## config.mk

```make
export PLATFORM = sky130hd
export DESIGN_NAME = can_bit_timing_sync_top_flat
export DESIGN_NICKNAME = d
export VERILOG_FILES = /design/src/rtl/cbts_pkg.sv /design/src/rtl/cbts_tick_if.sv /design/src/rtl/cbts_timing_if.sv /design/src/rtl/can_bit_timing_sync_top.sv /design/src/rtl/cbts_core.sv /design/src/flat_wrapper.sv
export SDC_FILE = /design/constraint.sdc
export NUM_CORES = 1
export LEC_CHECK = 0
export BUFFER_PORTS_ARGS = -buffer_cell sky130_fd_sc_hd__buf_4
export CORE_MARGIN = 10
export CORE_UTILIZATION = 67
export DETAILED_ROUTE_END_ITERATION = 8
export PLACE_DENSITY = 0.87
export SLEW_MARGIN = 20
export SYNTH_ARGS = -nofsm -noshare
export SYNTH_HDL_FRONTEND = slang
export SYNTH_SLANG_ARGS = --single-unit
export TNS_END_PERCENT = 100
```

## constraint.sdc

```tcl
create_clock -name clk -period 10.25 [get_ports clk]
set_input_delay 1.5375 -clock clk [delete_from_list [all_inputs] [get_ports clk]]
set_output_delay 1.5375 -clock clk [all_outputs]
set_load 0.02 [all_outputs]
```

## src/rtl/cbts_pkg.sv

```systemverilog
`default_nettype none
package cbts_pkg;

  localparam int unsigned CountWidth = 6;
  localparam int unsigned Seg1Width  = 5;
  localparam int unsigned Seg2Width  = 4;
  localparam int unsigned SjwWidth   = 3;
  localparam int unsigned CfgWidth   = 5;
  localparam int unsigned IndexWidth = 2;

  // segment codes
  localparam logic [1:0] SEG_SYNC = 2'd0;
  localparam logic [1:0] SEG_P1   = 2'd1;
  localparam logic [1:0] SEG_P2   = 2'd2;
  localparam logic [1:0] SEG_HS   = 2'd3;

  // register indexes
  localparam logic [IndexWidth-1:0] REG_PHASE1 = 2'd0;
  localparam logic [IndexWidth-1:0] REG_PHASE2 = 2'd1;
  localparam logic [IndexWidth-1:0] REG_SJW    = 2'd2;

  localparam logic [Seg1Width-1:0] PHASE1_RESET = 5'd8;
  localparam logic [Seg2Width-1:0] PHASE2_RESET = 4'd4;
  localparam logic [SjwWidth-1:0]  SJW_RESET    = 3'd1;

  typedef struct packed {
    logic [Seg1Width-1:0] phase1_quanta;
    logic [Seg2Width-1:0] phase2_quanta;
    logic [SjwWidth-1:0]  jump_width;
  } cfg_t;

  typedef struct packed {
    logic [1:0]            segment_state;
    logic [CountWidth-1:0] quantum_count;
    logic [Seg1Width-1:0]  seg1_length;
    logic [Seg2Width-1:0]  seg2_length;
    logic                  edge_pending;
  } state_t;

  typedef struct packed {
    logic       write_point;
    logic       sample_point;
    logic [1:0] segment;
  } result_t;

endpackage
`default_nettype wire

```

## src/rtl/cbts_tick_if.sv

```systemverilog
`default_nettype none
interface cbts_tick_if;
  logic valid;
  logic ready;
  logic edge_seen;
  logic bus_idle;

  modport source (output valid, output edge_seen, output bus_idle, input ready);
  modport sink (input valid, input edge_seen, input bus_idle, output ready);
endinterface
`default_nettype wire

```

## src/rtl/cbts_timing_if.sv

```systemverilog
`default_nettype none
interface cbts_timing_if;
  logic       valid;
  logic       ready;
  logic       write_point;
  logic       sample_point;
  logic [1:0] segment;

  modport source (output valid, output write_point, output sample_point, output segment,
                  input ready);
  modport sink (input valid, input write_point, input sample_point, input segment,
                output ready);
endinterface
`default_nettype wire

```

## src/rtl/can_bit_timing_sync_top.sv

```systemverilog
`default_nettype none
// Channel  Direction  Payload                               Meaning
// tick     sink       edge_seen, bus_idle                   one time quantum
// timing   source     write_point, sample_point, segment    result for that quantum
// cfg      write      cfg_index 0..2, cfg_data 5 bits       phase1, phase2, jump width
//
// One tick is taken per cycle while tick.ready is high; its result appears in the output register on the
// next cycle. The timing state updates in the same cycle the tick transfers.
// A result held under backpressure still lets a new tick in when it is taken
// that cycle (ready follows the output register's free/draining status).
// Synchronous reset restores the default register values and the sync segment.
module can_bit_timing_sync_top (
  input  wire logic                             clk,
  input  wire logic                             rst,
  input  wire logic                             cfg_write_en,
  input  wire logic [cbts_pkg::IndexWidth-1:0]  cfg_index,
  input  wire logic [cbts_pkg::CfgWidth-1:0]    cfg_data,
  cbts_tick_if.sink                             tick,
  cbts_timing_if.source                         timing
);

  cbts_pkg::cfg_t    cfg;
  cbts_pkg::state_t  state;
  cbts_pkg::state_t  state_next;
  cbts_pkg::result_t result_next;
  cbts_pkg::result_t result;
  logic              out_valid;
  logic              accept;

  assign tick.ready = !out_valid || timing.ready;
  assign accept     = tick.valid && tick.ready;

  cbts_core u_core (
    .cfg       (cfg),
    .cur       (state),
    .edge_seen (tick.edge_seen),
    .bus_idle  (tick.bus_idle),
    .nxt       (state_next),
    .res       (result_next)
  );

  always_ff @(posedge clk) begin
    if (rst) begin
      cfg.phase1_quanta <= cbts_pkg::PHASE1_RESET;
      cfg.phase2_quanta <= cbts_pkg::PHASE2_RESET;
      cfg.jump_width    <= cbts_pkg::SJW_RESET;
    end else if (cfg_write_en) begin
      case (cfg_index)
        cbts_pkg::REG_PHASE1: cfg.phase1_quanta <= cfg_data;
        cbts_pkg::REG_PHASE2: cfg.phase2_quanta <= cfg_data[cbts_pkg::Seg2Width-1:0];
        cbts_pkg::REG_SJW:    cfg.jump_width    <= cfg_data[cbts_pkg::SjwWidth-1:0];
        default: ;
      endcase
    end
  end

  always_ff @(posedge clk) begin
    if (rst) begin
      state.segment_state <= cbts_pkg::SEG_SYNC;
      state.quantum_count <= '0;
      state.seg1_length   <= '0;
      state.seg2_length   <= '0;
      state.edge_pending  <= 1'b0;
    end else if (accept) begin
      state <= state_next;
    end
  end

  always_ff @(posedge clk) begin
    if (rst) begin
      out_valid <= 1'b0;
    end else if (accept) begin
      out_valid <= 1'b1;
    end else if (timing.ready) begin
      out_valid <= 1'b0;
    end
  end

  always_ff @(posedge clk) begin
    if (accept) result <= result_next;
  end

  assign timing.valid        = out_valid;
  assign timing.write_point  = result.write_point;
  assign timing.sample_point = result.sample_point;
  assign timing.segment      = result.segment;

endmodule
`default_nettype wire

```

## src/rtl/cbts_core.sv

```systemverilog
`default_nettype none
module cbts_core (
  input  wire cbts_pkg::cfg_t    cfg,
  input  wire cbts_pkg::state_t  cur,
  input  wire logic              edge_seen,
  input  wire logic              bus_idle,
  output cbts_pkg::state_t       nxt,
  output cbts_pkg::result_t      res
);

  logic [1:0]                       seg;
  logic                             pending;
  logic [cbts_pkg::CountWidth-1:0]  jw_ext;
  logic [cbts_pkg::CountWidth-1:0]  seg1_ext;
  logic [cbts_pkg::SjwWidth-1:0]    p1_adj;
  logic [cbts_pkg::CountWidth-1:0]  p1_sum;
  logic [cbts_pkg::Seg1Width-1:0]   seg1_grown;
  logic [cbts_pkg::Seg1Width-1:0]   seg1_p1;
  logic [cbts_pkg::CountWidth-1:0]  end_nom;
  logic [cbts_pkg::CountWidth-1:0]  span;
  logic [cbts_pkg::SjwWidth-1:0]    p2_adj;
  logic [cbts_pkg::Seg2Width-1:0]   seg2_cut;
  logic [cbts_pkg::Seg2Width-1:0]   seg2_p2;
  logic [cbts_pkg::CountWidth-1:0]  end_p2;
  logic                             p1_resync;
  logic                             p2_resync;
  logic [cbts_pkg::CountWidth-1:0]  count_base;

  always_comb begin
    jw_ext   = {{(cbts_pkg::CountWidth-cbts_pkg::SjwWidth){1'b0}}, cfg.jump_width};
    seg1_ext = {1'b0, cur.seg1_length};

    // phase 1: lengthen by min(sjw, elapsed), saturating at 31
    p1_adj     = (cur.quantum_count < jw_ext) ? cur.quantum_count[cbts_pkg::SjwWidth-1:0]
                                              : cfg.jump_width;
    p1_sum     = seg1_ext + {{(cbts_pkg::CountWidth-cbts_pkg::SjwWidth){1'b0}}, p1_adj};
    seg1_grown = p1_sum[cbts_pkg::Seg1Width] ? {cbts_pkg::Seg1Width{1'b1}}
                                             : p1_sum[cbts_pkg::Seg1Width-1:0];

    // phase 2: shorten by min(sjw, |end - count|), floor at zero
    end_nom  = seg1_ext + {2'b00, cur.seg2_length};
    span     = (end_nom >= cur.quantum_count) ? end_nom - cur.quantum_count
                                              : cur.quantum_count - end_nom;
    p2_adj   = (span < jw_ext) ? span[cbts_pkg::SjwWidth-1:0] : cfg.jump_width;
    seg2_cut = ({1'b0, p2_adj} >= cur.seg2_length) ? '0
                                                   : cur.seg2_length - {1'b0, p2_adj};

    pending = cur.edge_pending | edge_seen;
    seg     = (edge_seen && bus_idle) ? cbts_pkg::SEG_HS : cur.segment_state;

    p1_resync = pending && (cur.seg1_length == cfg.phase1_quanta);
    p2_resync = pending && (cur.seg2_length == cfg.phase2_quanta);
    seg1_p1   = p1_resync ? seg1_grown : cur.seg1_length;
    seg2_p2   = p2_resync ? seg2_cut : cur.seg2_length;
    end_p2    = seg1_ext + {2'b00, seg2_p2};

    nxt              = cur;
    nxt.edge_pending = pending;
    count_base       = cur.quantum_count;
    res.write_point  = 1'b0;
    res.sample_point = 1'b0;
    res.segment      = seg;

    case (seg)
      cbts_pkg::SEG_P1: begin
        nxt.seg1_length = seg1_p1;
        if (p1_resync) nxt.edge_pending = 1'b0;
        if (cur.quantum_count == {1'b0, seg1_p1}) begin
          res.sample_point  = 1'b1;
          nxt.segment_state = cbts_pkg::SEG_P2;
        end else begin
          nxt.segment_state = cbts_pkg::SEG_P1;
        end
      end
      cbts_pkg::SEG_P2: begin
        nxt.seg2_length = seg2_p2;
        if (p2_resync) nxt.edge_pending = 1'b0;
        nxt.segment_state = (cur.quantum_count == end_p2) ? cbts_pkg::SEG_SYNC
                                                          : cbts_pkg::SEG_P2;
      end
      default: begin
        // sync and hard sync restart the bit; only sync marks the write point
        count_base        = '0;
        nxt.seg1_length   = cfg.phase1_quanta;
        nxt.seg2_length   = cfg.phase2_quanta;
        nxt.edge_pending  = 1'b0;
        nxt.segment_state = cbts_pkg::SEG_P1;
        res.write_point   = (seg == cbts_pkg::SEG_SYNC);
      end
    endcase

    nxt.quantum_count = count_base + 1'b1;
  end

endmodule
`default_nettype wire

```

## src/flat_wrapper.sv

```systemverilog
// flat-port wrapper written by rule: the top's interface ports become plain ports
module can_bit_timing_sync_top_flat 
  (clk, rst, cfg_write_en, cfg_index, cfg_data, tick_valid, tick_edge_seen, tick_bus_idle, tick_ready, timing_valid, timing_write_point, timing_sample_point, timing_segment, timing_ready);
  cbts_tick_if tick_i ();
  cbts_timing_if timing_i ();
  input  wire logic clk;
  input  wire logic rst;
  input  wire logic cfg_write_en;
  input  wire logic [cbts_pkg::IndexWidth-1:0] cfg_index;
  input  wire logic [cbts_pkg::CfgWidth-1:0] cfg_data;
  input wire logic [$bits(tick_i.valid)-1:0] tick_valid;
  input wire logic [$bits(tick_i.edge_seen)-1:0] tick_edge_seen;
  input wire logic [$bits(tick_i.bus_idle)-1:0] tick_bus_idle;
  output wire logic [$bits(tick_i.ready)-1:0] tick_ready;
  output wire logic [$bits(timing_i.valid)-1:0] timing_valid;
  output wire logic [$bits(timing_i.write_point)-1:0] timing_write_point;
  output wire logic [$bits(timing_i.sample_point)-1:0] timing_sample_point;
  output wire logic [$bits(timing_i.segment)-1:0] timing_segment;
  input wire logic [$bits(timing_i.ready)-1:0] timing_ready;
  assign tick_i.valid = tick_valid;
  assign tick_i.edge_seen = tick_edge_seen;
  assign tick_i.bus_idle = tick_bus_idle;
  assign tick_ready = tick_i.ready;
  assign timing_valid = timing_i.valid;
  assign timing_write_point = timing_i.write_point;
  assign timing_sample_point = timing_i.sample_point;
  assign timing_segment = timing_i.segment;
  assign timing_i.ready = timing_ready;
  can_bit_timing_sync_top u_core (.clk(clk), .rst(rst), .cfg_write_en(cfg_write_en), .cfg_index(cfg_index), .cfg_data(cfg_data), .tick(tick_i), .timing(timing_i));
endmodule
```

---- Word level (Yosys, flattened, before mapping) ----
Cells that the tools add are included.
storage, ports and cells
  bits of input ports ..................... 14
  output and inout port bits .............. 6
  bits in registers ....................... 35
  logic and storage cells ................. 69
cells by class
  muxes and demuxes ....................... 20
  $lt $le $gt $ge ......................... 4
  reductions and logical operators ........ 15
  eq/ne operators ......................... 8
  bitwise gates (word level) .............. 3
  $add $sub $neg .......................... 7
operators with widths
  operator                                                         count
  5-bit by 4-bit adder with 6-bit output                           2
  6-bit by 3-bit less-than comparator with 1-bit output            2
  6-bit two-way mux                                                2
  6-bit subtractor                                                 2
  5-bit two-way mux                                                2
  5-bit one-hot mux with 2 select lines                            1
  2-bit AND reduction                                              5
  4-bit two-way mux                                                2
  4-bit one-hot mux with 2 select lines                            1
  5-bit by 3-bit adder with 6-bit output                           1
  6-bit by 1-bit adder with 6-bit output, second input constant    1
  6-bit by 5-bit == test with 1-bit output                         1
  6-bit == test                                                    1
  6-bit >= comparator                                              1
  2-bit two-way mux                                                3
  3-bit two-way mux                                                2
  5-bit == test                                                    1
  1-bit two-way mux                                                5
  2-bit by 1-bit == test with 1-bit output, second input constant  2
  2-bit == test, second input constant                             2
  4-bit == test                                                    1
  3-bit by 4-bit >= comparator with 1-bit output                   1
  1-bit logical AND                                                4
  2-bit logical NOT                                                2
  9 further kinds                                                  10

---- Depth between registers and ports, before layout ----
  word-level depth ........................ 12
  depth in mapped cells ................... 33
  mapped depth without buffers ............ 32

---- Hierarchy ----
A second synthesis with hierarchy kept.
second synthesis, totals
  cell total of the unflattened synthesis .. 421
  area total of the unflattened synthesis .. 3452.1 um^2
by module, submodules not included
  module                   cells each  seq. area each (um^2)  times used  area each (um^2)
  cbts_core                286         0.0                    1           2070.7
  can_bit_timing_sync_top  135         740.7                  1           1381.3

---- Worst setup path after synthesis ----
No wires, ideal clock.
  kind .................................... register -> register
  start point ............................. register u_core.state[5] (netlist name)
  end point ............................... register u_core.state[17] (netlist name)
  arrival ................................. 6.059 ns
  stages on the path, launching flop included .. 31
  period minus slack after synthesis ...... 6.179 ns
  required time ........................... 10.130 ns
  path slack .............................. 4.071 ns
  buffers on the path ..................... 1
  cell sequence ........................... dfxtp_1 > ha_1 > inv_1 > fa_1 > nor2b_1 > o21ai_0 > nand2b_1 > xor2_1 > ha_1 > o21ai_1 > a21oi_2 > o22ai_2 > mux2i_1 > xor2_1 > ha_1 > a221oi_1 > nand4bb_1 > buf_2 > mux2_4 > fa_1 > nor2b_1 > o21ai_0 > a21oi_1 > nand2_1 > o21ai_0 > ha_1 > fa_1 > xor2_1 > nor4_1 > a31oi_1 > o31a_1
between the ends
  cells in the longest elaborated chain, start to end .. 12
ends and longest elaborated chain
  element                                                                                                               line                              RTL
  start, declared                                                                                                       can_bit_timing_sync_top.sv:23     cbts_pkg::state_t state;
  start signal, assigned                                                                                                can_bit_timing_sync_top.sv:65     state <= state_next;
  5-bit by 4-bit adder with 6-bit output                                                                                cbts_core.sv:41                   end_nom = seg1_ext + {2'b00, cur.seg2_length};
  6-bit subtractor, or another cell as far along                                                                        cbts_core.sv:43                   : cur.quantum_count - end_nom;
  6-bit two-way mux                                                                                                     cbts_core.sv:42                   span = (end_nom >= cur.quantum_count) ? end_nom - cur.quantum_count
  6-bit by 3-bit less-than comparator with 1-bit output                                                                 cbts_core.sv:44                   p2_adj = (span < jw_ext) ? span[cbts_pkg::SjwWidth-1:0] : cfg.jump_width;
  3-bit two-way mux                                                                                                     cbts_core.sv:44
  4-bit by 3-bit subtractor with 4-bit output / 3-bit by 4-bit >= comparator with 1-bit output (equally long branches)  cbts_core.sv:46, cbts_core.sv:45
  4-bit two-way mux                                                                                                     cbts_core.sv:45                   seg2_cut = ({1'b0, p2_adj} >= cur.seg2_length) ? '0
  4-bit two-way mux                                                                                                     cbts_core.sv:54                   seg2_p2 = p2_resync ? seg2_cut : cur.seg2_length;
  5-bit by 4-bit adder with 6-bit output                                                                                cbts_core.sv:55                   end_p2 = seg1_ext + {2'b00, seg2_p2};
  6-bit == test                                                                                                         cbts_core.sv:78                   nxt.segment_state = (cur.quantum_count == end_p2) ? cbts_pkg::SEG_SYNC
  2-bit two-way mux                                                                                                     cbts_core.sv:78
  2-bit one-hot mux with 2 select lines *                                                                               cbts_core.sv:64                   case (seg)
Mark *: on every way between the ends. The rest lies on a longest branch, timed or not.
A chain may end at the register's enable or synchronous reset.

---- Worst setup path in the final report ----
  start point ............................. register u_core.state[6] (netlist name)
  end point ............................... register u_core.state[17] (netlist name)
The elaborated chain is that of the path after synthesis.

==> results by stage <==
Status:
- The run finished with clean final reports.

Global route:
- The first global-routing pass estimated 13.48 mm of wire.
- Entering global routing, the biggest net connects 33 pins.
- The number of global-route vias before repair is 2,874.
- The total congestion overflow is 0.
- The number of antenna violations at the first check in global routing is 0.
- The overall global routing resource usage is 21.14%.

Clock tree:
- Buffers inserted during clock tree synthesis total 5.
- The library cell used as clock root buffer is clkbuf_8.
- In this run the number of H-tree levels came out at 2.
- The worst-skew pair later-pin latency is 0.29 ns.
- The number of buffers on the longest clock path is 2.
- After clock tree synthesis, the flow added hold-fix buffers numbering 0.
- The CTS tree is done.
- The post-CTS setup buffer count is 0.
- The post-CTS clock slew at the launch and capture registers of the worst setup and hold paths is 0.08 ns.
- In this run, post-CTS repair resized a total of 0 instances.
- The total clock sinks is 35.

STA:
- The worst-margin pin slew is 0.9368 ns.
- For the final database, setup skew stands at 0.005235 ns.
- The final max-slew violation count is 0.
- The worst max-slew margin expressed relative to the limit is 37.41%.
- The fraction of the cycle the final worst path needs is between 60% and 70%.
- Once routing completed, OpenROAD measured the worst setup slack at 3.312 ns.
- The hold violation total from the final report was 0.
- The sum of negative setup slack is 0 ns.
- The time the worst path needs with I/O delays and setup is 6.938 ns.
- Based on the critical path, the design can be clocked at up to 144.1 MHz.
- Setup repair after global routing left no endpoint under its margin.
- The number of endpoints failing setup at the final stage is 0.

Setup path:
- The cell that appears most often on the critical path is ha_1.
- The critical path is of the reg -> reg type.
- In this design, the stage delay of the slowest critical-path cell is 0.61 ns.
- The slowest stage of the critical path belongs to the cell dfxtp_1.
- For the worst setup path, the data arrival time is slightly above 7 ns.
- For the worst setup path, the data required time is 10.44 ns.
- The category of the worst setup path launch point is a flip-flop.
- Of all nets on the critical path, the largest fanout is 9.
- STA classifies the critical path endpoint as a flip-flop.

Route:
- The count of nets left with antenna violations once routing finished came out at 0.
- After detailed routing, the average wire length per cell comes to 17.85 um.
- Summed over all layers, the routed wires come to 8.051 mm.
- The first-iteration detailed-routing DRC count is 287.
- The routed layout has 2,935 vias.
- The pre-antenna-repair detailed-routing pass consisted of 5 iterations.
- The ratio of routed vias to standard cells is 6.508.
- For this run, design rule violations remaining after detail routing come to 0.

Pwr:
- Summed over all cells, the static leakage comes to 1.463 nW.
- The largest voltage drop on the vdd net is 86.99 uV.
- The power density over cell area is about 140 nW/um2.

Yosys:
- The number of nets handed over by synthesis was 440.
- The fraction of registers with async set or reset after synthesis is 0%.
- The portion of the post-synthesis area used by sequential elements is between 20% and 30%.
- The commonest register cell after synthesis is dfxtp_1.
- The mean post-synth cell area is 8.217 um2.
- Yosys printed 0 warnings.
- After technology mapping, the gate count stands at slightly below 400.
- Counting flops with a built-in enable in the synthesized netlist gives 4.
- The count of distinct cell types in the synthesized netlist is 57.
- After synthesis the cells add up to 3172 um2.
- Counting flops and latches in the post-synthesis netlist gives 35.

Final layout:
- The final standard cell utilization of the core is 76.01%.
- The final layout contains 452 nets.
- The final non-filler cell total is 451.
- The layout has around 320 filler cells.
- The area added between synthesis and finish is 7.219%.
- The share of post-route cells with drive strength above 1 is 10.53%.
- 0 antenna diodes ended up in the layout.

Floorplanning:
- The number of standard-cell rows in the floorplan is 24.
- From bottom edge to top edge, the die measures 88.81 um.
- 20 I/O pins were placed.
- The total area inside the core boundary comes to 4474 um2.
- In this run the horizontal extent of the chip is 88.81 um.
- The initial utilization of the core area, before any placement, comes to 70.89%.
- The full die area is 7886 um2.

Place:
- The setup slack at placement is 3.387 ns.
- The routability congestion estimate from global placement is 0.9630.
- After legalization and detailed placement, the total HPWL measured 6.119 mm.
- The placed cell count is about 440.
- In this run the tool buffered the top-level ports with 19 buffer cells.

Flow run:
- Across the run, the number of max-cap violations was 0.

Worst hold path:
- The tightest min-delay check is of the reg -> reg type.
area by class of cell:
cell class	count	area (um2)	area share [%]
clock buffers	6	72.57	2.134
repair buffers	19	142.6	4.194
inverters	29	108.9	3.201
clock inverters	2	12.51	0.3679
flip-flops and latches	35	740.7	21.78
multi-input cells	308	2258	66.41
well taps	52	65.06	1.913
cell families after synthesis:
logic type / count (synthesis) / share of synthesized area (%)
AND/OR/NAND/NOR: 119 / 18.58
multiplexers: 20 / 6.587
flip-flops: 35 / 23.35
adder cells (fa/ha/maj): 40 / 17.20
XOR/XNOR: 30 / 8.521
buffers and inverters: 43 / 5.444
AO/OA/AOI/OAI: 99 / 20.32
metal layers:
metal	routed length, um	vias up	share of wire [%]	GRT usage (%)
met1	3306	1358	41	26.94
li1	-	1385	-	-
met3	690	34	8.6	3.493
met2	3818	158	47	35.24
met5	0	-	0	0
met4	236	0	2.9	7.048
per-stage QoR:
step                hold slack, ns  power [W]  cell area (um2)
finish                      0.5210  0.0004913             3401
global route                0.5581  0.0005241             3401
CTS                         0.5186  0.0004874             3401
detailed placement          0.4969  0.0003864             3316
global placement            0.4879  0.0003791             3316
floorplan                   0.4669  0.0003399             3172
worst max-delay path, delay by kind of cell, from the launching register on:
kind                       cells  cell delay [ns]
adders and majority gates      7             2.37
AOI/OAI and AO/OA             10             1.66
and+or+nand+nor                6             1.02
DFF                            1             0.61
xor gates and xnor gates       3             0.57
muxes                          2             0.47
buffers and inverters          1             0.12
synthesized netlist by cell type (2+ instances only):
cell type,n,share of area (%)
a21oi_1,30,4.7
nand3_1,7,1.1
a21o_1,5,1.2
mux2i_1,16,5.0
fa_1,6,3.8
o22ai_1,2,0.39
o21ai_0,26,4.1
nand4_1,3,0.59
nor2b_1,9,1.8
a31oi_1,4,0.79
inv_1,29,3.4
o21ai_1,2,0.32
nand2b_1,6,1.2
and4_1,2,0.55
nor2_1,38,4.5
a211oi_1,4,0.95
nand3b_1,4,0.95
clkbuf_1,10,1.2
a21boi_0,3,0.71
xnor2_1,22,6.1
xor2_1,7,1.9
mux2_2,3,1.1
edfxtp_1,4,3.8
a211o_1,2,0.55
nor4_1,4,0.79
o211ai_1,6,1.4
ha_1,34,13
nand2_1,29,3.4
dfxtp_1,31,20
nor3b_1,2,0.47
nor3_1,5,0.79
or2_2,4,0.79
buf_2,3,0.47
registers in the layout, indices dropped and copies added (netlist names):
name                        cells
u_core.cfg                     12
u_core.state                   18
u_core.timing.sample_point      1
u_core.timing.segment           2
u_core.timing.valid             1
u_core.timing.write_point       1
power breakdown:
group | switching (W) | total, W | internal [W]
Combinational | 0.000127 | 0.000228 | 0.000101
Sequential | 0.0000142 | 0.000162 | 0.000148
Clock | 0.0000536 | 0.000101 | 0.0000476
Total | 0.000195 | 0.000491 | 0.000296
final timing paths:
check | startpoint | to | slack, ns | cells after the start
setup / recovery | u_core.state[6] | u_core.state[17] | 3.31 | 29
hold / removal | u_core.state[0] | u_core.state[0] | 0.52 | 2
setup reg to reg | u_core.state[6] | u_core.state[17] | 3.31 | 29
hold reg to reg | u_core.state[0] | u_core.state[0] | 0.52 | 2
cell usage in the layout (no fill, tap or decap), drive strengths merged, types with 7 or more instances in the layout:
master,netlist,routed
buf,4,19
inv,29,29
a21oi,31,31
nand2,29,29
nor2,38,38
dfxtp,31,31
o21ai,28,28
nor2b,9,9
ha,34,34
xnor2,23,23
nand3,8,8
mux2i,16,16
xor2,7,7
No activity file was read; power rests on OpenSTA's default activity.
